$ cat src/design/point_in_polygon_classifier_defines.svh
// Assertion macros of the point-in-polygon classifier RTL.
`ifndef POINT_IN_POLYGON_CLASSIFIER_DEFINES_SVH
`define POINT_IN_POLYGON_CLASSIFIER_DEFINES_SVH

// Same-cycle implication, checked outside reset.
`define PIP_ASSERT_NOW(lbl, ck, rn, ante, cons, msg) \
  lbl: assert property (@(posedge ck) disable iff (!(rn)) (ante) |-> (cons)) \
    else $error(msg);

// Next-cycle implication, checked outside reset.
`define PIP_ASSERT_NEXT(lbl, ck, rn, ante, cons, msg) \
  lbl: assert property (@(posedge ck) disable iff (!(rn)) (ante) |=> (cons)) \
    else $error(msg);

`endif

$ cat src/design/pip_pkg.sv
// Types, constants and helper functions of the point-in-polygon classifier.
`default_nettype none

package pip_pkg;

  // Field widths
  localparam int COORD_W = 15;
  localparam int INDEX_W = 7;
  localparam int COUNT_W = 8;
  localparam int LOC_W   = 2;

  // Internal arithmetic widths
  localparam int DIFF_W = 16;
  localparam int MUL_W  = 32;
  localparam int SUM_W  = 34;

  // Request function codes
  localparam logic FUNC_LOAD  = 1'b0;
  localparam logic FUNC_QUERY = 1'b1;

  // Location codes
  localparam logic [LOC_W-1:0] LOC_OUTSIDE = 2'd0;
  localparam logic [LOC_W-1:0] LOC_EDGE    = 2'd1;
  localparam logic [LOC_W-1:0] LOC_INSIDE  = 2'd2;

  // x step of the test ray; its y step is one
  localparam logic signed [DIFF_W-1:0] RAY_DX = 16'sd20129;

  typedef struct packed {
    logic signed [COORD_W-1:0] x;
    logic signed [COORD_W-1:0] y;
  } pip_vtx_t;

  // Vertex write broadcast to every cell
  typedef struct packed {
    logic               en;
    logic [INDEX_W-1:0] index;
    pip_vtx_t           vtx;
  } pip_wr_t;

  // Query moving down the chain with its running flags
  typedef struct packed {
    logic                      vld;
    logic signed [COORD_W-1:0] px;
    logic signed [COORD_W-1:0] py;
    logic                      on;
    logic                      odd;
  } pip_pkt_t;

  // Difference of two coordinates, sign extended
  function automatic logic signed [DIFF_W-1:0] coord_sub(
    input logic signed [COORD_W-1:0] a,
    input logic signed [COORD_W-1:0] b
  );
    return DIFF_W'(a) - DIFF_W'(b);
  endfunction

  // Product of a and b is strictly positive
  function automatic logic same_sign_nz(
    input logic signed [DIFF_W-1:0] a,
    input logic signed [DIFF_W-1:0] b
  );
    logic a_pos, a_neg, b_pos, b_neg;
    a_neg = a[DIFF_W-1];
    b_neg = b[DIFF_W-1];
    a_pos = !a_neg && (|a);
    b_pos = !b_neg && (|b);
    return (a_pos && b_pos) || (a_neg && b_neg);
  endfunction

  // a and b lie strictly on opposite sides of zero
  function automatic logic sign_opposite(
    input logic signed [SUM_W-1:0] a,
    input logic signed [SUM_W-1:0] b
  );
    logic a_pos, a_neg, b_pos, b_neg;
    a_neg = a[SUM_W-1];
    b_neg = b[SUM_W-1];
    a_pos = !a_neg && (|a);
    b_pos = !b_neg && (|b);
    return (a_pos && b_neg) || (a_neg && b_pos);
  endfunction

endpackage

`default_nettype wire

$ cat src/design/pip_cell.sv
// One chain cell: holds one vertex and tests a passing query against its edge.
`default_nettype none

module pip_cell #(
  parameter int CELL_IDX = 0,
  parameter int CNT_W    = 8
) (
  input  logic              clk,
  input  logic              rst_n,
  input  logic              adv,
  input  pip_pkg::pip_wr_t  wr_i,
  input  logic [CNT_W-1:0]  count_i,
  input  pip_pkg::pip_vtx_t next_i,
  input  pip_pkg::pip_vtx_t first_i,
  output pip_pkg::pip_vtx_t vtx_o,
  input  pip_pkg::pip_pkt_t pkt_i,
  output pip_pkg::pip_pkt_t pkt_o
);
  import pip_pkg::*;

  pip_vtx_t vtx_r, vtx_nxt;

  logic active;
  logic last;
  pip_vtx_t far_vtx;

  logic signed [DIFF_W-1:0] dxa, dya, dxb, dyb, ex, ey;

  // Stage 1 registers
  pip_pkt_t                 s1_pkt_r, s1_pkt_nxt;
  logic                     s1_box_out_r, s1_box_out_nxt;
  logic signed [DIFF_W-1:0] s1_dxa_r, s1_dxa_nxt;
  logic signed [DIFF_W-1:0] s1_dxb_r, s1_dxb_nxt;
  logic signed [DIFF_W-1:0] s1_ex_r, s1_ex_nxt;
  logic signed [MUL_W-1:0]  s1_m_eydxa_r, s1_m_eydxa_nxt;
  logic signed [MUL_W-1:0]  s1_m_exdya_r, s1_m_exdya_nxt;
  logic signed [MUL_W-1:0]  s1_m_kdya_r, s1_m_kdya_nxt;
  logic signed [MUL_W-1:0]  s1_m_kdyb_r, s1_m_kdyb_nxt;
  logic signed [MUL_W-1:0]  s1_m_key_r, s1_m_key_nxt;

  // Stage 2
  logic signed [SUM_W-1:0] c1, c2, c3, c4;
  logic on_hit, cross_hit, hit_en;
  pip_pkt_t out_pkt_r, out_pkt_nxt;

  // Edge runs from this vertex to the next one, or back to vertex 0 in the last active cell
  assign active  = 32'(count_i) > 32'(CELL_IDX);
  assign last    = 32'(count_i) == 32'(CELL_IDX + 1);
  assign far_vtx = last ? first_i : next_i;
  assign vtx_o   = vtx_r;

  // Vertex slot write
  always_comb begin
    vtx_nxt = vtx_r;
    if (wr_i.en && (32'(wr_i.index) == 32'(CELL_IDX))) begin
      vtx_nxt = wr_i.vtx;
    end
  end

  always_ff @(posedge clk) begin
    vtx_r <= vtx_nxt;
  end

  // Stage 1: differences and products
  always_comb begin
    dxa = coord_sub(vtx_r.x, pkt_i.px);
    dya = coord_sub(vtx_r.y, pkt_i.py);
    dxb = coord_sub(far_vtx.x, pkt_i.px);
    dyb = coord_sub(far_vtx.y, pkt_i.py);
    ex  = coord_sub(far_vtx.x, vtx_r.x);
    ey  = coord_sub(far_vtx.y, vtx_r.y);

    s1_pkt_nxt     = pkt_i;
    s1_box_out_nxt = same_sign_nz(dxa, dxb) || same_sign_nz(dya, dyb);
    s1_dxa_nxt     = dxa;
    s1_dxb_nxt     = dxb;
    s1_ex_nxt      = ex;
    s1_m_eydxa_nxt = MUL_W'(ey) * MUL_W'(dxa);
    s1_m_exdya_nxt = MUL_W'(ex) * MUL_W'(dya);
    s1_m_kdya_nxt  = MUL_W'(RAY_DX) * MUL_W'(dya);
    s1_m_kdyb_nxt  = MUL_W'(RAY_DX) * MUL_W'(dyb);
    s1_m_key_nxt   = MUL_W'(RAY_DX) * MUL_W'(ey);
  end

  // Stage 2: cross products against the ray and the edge line
  always_comb begin
    c1 = SUM_W'(s1_m_kdya_r) - SUM_W'(s1_dxa_r);
    c2 = SUM_W'(s1_m_kdyb_r) - SUM_W'(s1_dxb_r);
    c3 = SUM_W'(s1_m_eydxa_r) - SUM_W'(s1_m_exdya_r);
    c4 = c3 + SUM_W'(s1_ex_r) - SUM_W'(s1_m_key_r);

    on_hit    = !s1_box_out_r && (c3 == '0);
    cross_hit = sign_opposite(c1, c2) && sign_opposite(c3, c4);
    hit_en    = s1_pkt_r.vld && active;

    out_pkt_nxt     = s1_pkt_r;
    out_pkt_nxt.on  = s1_pkt_r.on | (hit_en & on_hit);
    out_pkt_nxt.odd = s1_pkt_r.odd ^ (hit_en & cross_hit);
  end

  // Packet registers, moved only when the chain advances
  always_ff @(posedge clk) begin
    if (!rst_n) begin
      s1_pkt_r  <= '0;
      out_pkt_r <= '0;
    end else if (adv) begin
      s1_pkt_r  <= s1_pkt_nxt;
      out_pkt_r <= out_pkt_nxt;
    end
  end

  // Arithmetic registers
  always_ff @(posedge clk) begin
    if (adv) begin
      s1_box_out_r <= s1_box_out_nxt;
      s1_dxa_r     <= s1_dxa_nxt;
      s1_dxb_r     <= s1_dxb_nxt;
      s1_ex_r      <= s1_ex_nxt;
      s1_m_eydxa_r <= s1_m_eydxa_nxt;
      s1_m_exdya_r <= s1_m_exdya_nxt;
      s1_m_kdya_r  <= s1_m_kdya_nxt;
      s1_m_kdyb_r  <= s1_m_kdyb_nxt;
      s1_m_key_r   <= s1_m_key_nxt;
    end
  end

  assign pkt_o = out_pkt_r;

endmodule

`default_nettype wire

$ cat config.mk
export PLATFORM = sky130hd
export DESIGN_NAME = pip_cell
export DESIGN_NICKNAME = d
export VERILOG_FILES = /design/src/design/point_in_polygon_classifier_defines.svh /design/src/design/pip_pkg.sv /design/src/design/pip_cell.sv
export SDC_FILE = /design/constraint.sdc
export NUM_CORES = 2
export LEC_CHECK = 0
export BUFFER_PORTS_ARGS = -buffer_cell sky130_fd_sc_hd__buf_2
export CAP_MARGIN = 20
export CELL_PAD_IN_SITES_DETAIL_PLACEMENT = 0
export CELL_PAD_IN_SITES_GLOBAL_PLACEMENT = 1
export CORE_UTILIZATION = 30
export CTS_CLUSTER_SIZE = 25
export DETAILED_ROUTE_END_ITERATION = 8
export HOLD_SLACK_MARGIN = 0.02
export PLACE_DENSITY_LB_ADDON = 0.05
export SLEW_MARGIN = 20
export SYNTH_ARGS = -nofsm -noshare
export SYNTH_HDL_FRONTEND = slang
export SYNTH_SLANG_ARGS = --single-unit
$ cat constraint.sdc
create_clock -name clk -period 24.5 [get_ports clk]
set_clock_uncertainty 0.15 [all_clocks]
set_input_delay 1.225 -clock clk [delete_from_list [all_inputs] [get_ports clk]]
set_output_delay 1.225 -clock clk [all_outputs]
set_load 0.02 [all_outputs]
==> out/results.txt <==
RSZ-0062 raised after global routing = false
CTS tree = done
period utilisation layout = 0.505
crit path time final = 12.37 ns
post-CTS setup buffer count = 0
reg-to-reg startpoint = vtx_o[15]
final hold vios = 0
Main synth FF type = edfxtp_1
Routed WL per cell = 22.1 µm
clock root buffer = clkbuf_16
chip width = 421 µm
# hold bufs at CTS = 0
Buf/Inv on CP = 9
initial antenna violation count = 7
Yosys top cell by area = fa_1
Die ar. = 0.177 mm²
Yosys reg bits = 305
total number of vias = 39.1k
sequential area share after synthesis = 0.161
Fillers = 18.3k
setup TNS = 0 ns
Crit-path slowest cell = clkinv_1
Pre-Repair DR Iteration Count = 7
clock-pin slew on the worst setup and hold paths = 0.06 ns
row cnt = 153
FMAX = 0.0809 GHz
area post-placement = 0.0568 mm²
DRT iter0 DRCs = 1,872
layout cell share with drive strength beyond 1 = 0.0781
Slew headroom = 0.318
vias in the first global route = 41.6k
antenna-violating nets left = 0
worst r2r dst = s1_m_eydxa_r[30]
Crit Path Class = in -> reg
all-layer global routing usage = 0.206
status = completed
CP required = 24.77 ns
Max-Cap Viols = 0
data arrival time of the worst path = 12.63 ns
Slew @ Worst Pin = 1.02 ns
setup violators final = 0
# clock sinks = 305
Hold Path Stages = 2
largest net degree at the start of global routing = 67
syn_nets = 7,277
Hold Path Sink = pkt_o[27]
R2R setup slack = 13.51 ns
Yosys warning count = 0
cell mode on critical path = a21oi_1
post-synthesis cell type count = 102
reg2reg path depth = 39
cts repair resizes = 0
synth cell count leaders = inv_1, ha_1, fa_1
# port buffers = 204
clock buffer depth = 3
share of the synthesized area in the top cell type = 0.282
Final HPWL DP = 152,000 µm
Slew Viols, Final = 0
cell count after synthesis = 5,647
H-tree lvl count = 2
count leader, synth = inv_1
Syn Area/Cell = 9.33 µm²
global-route wire length before repair = 275,000 µm
vias per cell = 4.77
synthesized area = 0.0527 mm²
HP Class = reg -> reg
die height = 421 µm
nets = 7,472
Core Region = 0.174 mm²
hold_ws = 0.354 ns
Critical Path Source Type = input port
Area Overhead vs Synth = 10.8%
Post-synth ARST share = 0
crit-path max cell delay = 0.53 ns
Initial Util = 0.302
largest cells by area after synthesis = fa_1, ha_1, edfxtp_1, inv_1, nor2_1
Post-route DRC = 0
Crit Path Max Fanout = 30
min-delay src = pkt_o[27]
Final Wtd Congestion = 0.847
Top delay family on crit path = compound AO/OA/AOI/OAI gates
Post-synth EDFFs = 239
Final Util = 0.335
total gr overflow = 0
Routed WL = 181,000 µm
Critical Path Sink Type = flip-flop
latest clock arrival within the worst-skew pair = 0.66 ns
Final Instance Area = 0.0584 mm²
# IOs = 205
Num CTS Buffers = 46
## placed cells by master (no fill, tap or decap), drive strengths merged, types with 31 or more instances in the layout
cell type  Yosys  layout
xor2          68      68
a21oi        222     222
mux2i         84      84
fa           743     743
xnor2        158     158
ha           745     745
buf            8     271
o21a          35      35
nand2        422     422
o21ai        171     171
dfxtp         66      66
nand3         61      61
nor2b        111     111
o21bai        41      41
inv         1191    1195
nand2b        43      43
a31oi         35      35
mux2          31      31
a21o          82      82
nor3          88      88
clkbuf       116      55
edfxtp       239     239
clkinv        13      31
nor2         436     436
## area by class of cell
| class | count | area (µm²) | share of cell area |
|---|---|---|---|
| Clock buffer | 55 | 1280 | 0.0219 |
| Tap cell | 2325 | 2910 | 0.0498 |
| Sequential cell | 305 | 8500 | 0.146 |
| Clock inverter | 28 | 268 | 0.00459 |
| Antenna cell | 1 | 2.50 | 0.0000429 |
| Multi-Input combinational cell | 4014 | 39400 | 0.674 |
| Inverter | 1204 | 4520 | 0.0774 |
| Timing Repair Buffer | 271 | 1530 | 0.0263 |
## through the flow
stage | setup slack (ns) | std cells
4_1_cts | 12.17 | 8202
2_1_floorplan | 13.30 | 5647
3_5_place_dp | 11.43 | 8119
5_1_grt | 11.26 | 8202
3_3_place_gp | 11.57 | 8119
6_report | 12.13 | 8203
## sequential cells by signal, indices dropped and copies added (netlist names)
register      flops
out_pkt_nxt      31
pkt_o            33
s1_box_out_r      1
s1_dxa_r         16
s1_dxb_r         16
s1_ex_r          16
s1_m_exdya_r     32
s1_m_eydxa_r     32
s1_m_kdya_r      32
s1_m_kdyb_r      32
s1_m_key_r       32
s1_pkt_r          2
vtx_o            30
## tightest hold or removal path: cells and delay by family (launching register included)
family | cells | cell delay (ns)
AND/OR/NAND/NOR | 1 | 0.09
multiplexers | 1 | 0.06
flip-flops | 1 | 0.32
## worst max path at each step
stage                from               end  depth (start not counted)
2_1_floorplan  count_i[2]  s1_m_eydxa_r[30]                         44
3_3_place_gp   count_i[2]  s1_m_eydxa_r[30]                         47
3_5_place_dp   count_i[2]  s1_m_eydxa_r[30]                         47
4_1_cts        count_i[2]  s1_m_eydxa_r[30]                         47
5_1_grt        count_i[2]  s1_m_eydxa_r[30]                         47
6_report       count_i[2]  s1_m_eydxa_r[30]                         47
## per-layer routing
| layer | global-route usage | routed length, µm | part of all wire |
|---|---|---|---|
| met5 | 0 | 13 | 0.000072 |
| met4 | 0.0398 | 3740 | 0.021 |
| met3 | 0.0163 | 4380 | 0.024 |
| met2 | 0.352 | 87600 | 0.48 |
| met1 | 0.285 | 85300 | 0.47 |
## cells by family after synthesis
family / synth area share
buffers and inverters: 0.0947
adder cells (fa/ha/maj): 0.459
XOR/XNOR: 0.0376
flip-flops: 0.161
multiplexers: 0.0226
AO/OA/AOI/OAI: 0.104
AND/OR/NAND/NOR: 0.120
Power is not shown: default switching activity piles up to over one toggle a cycle in this logic, so the estimate is an artifact.
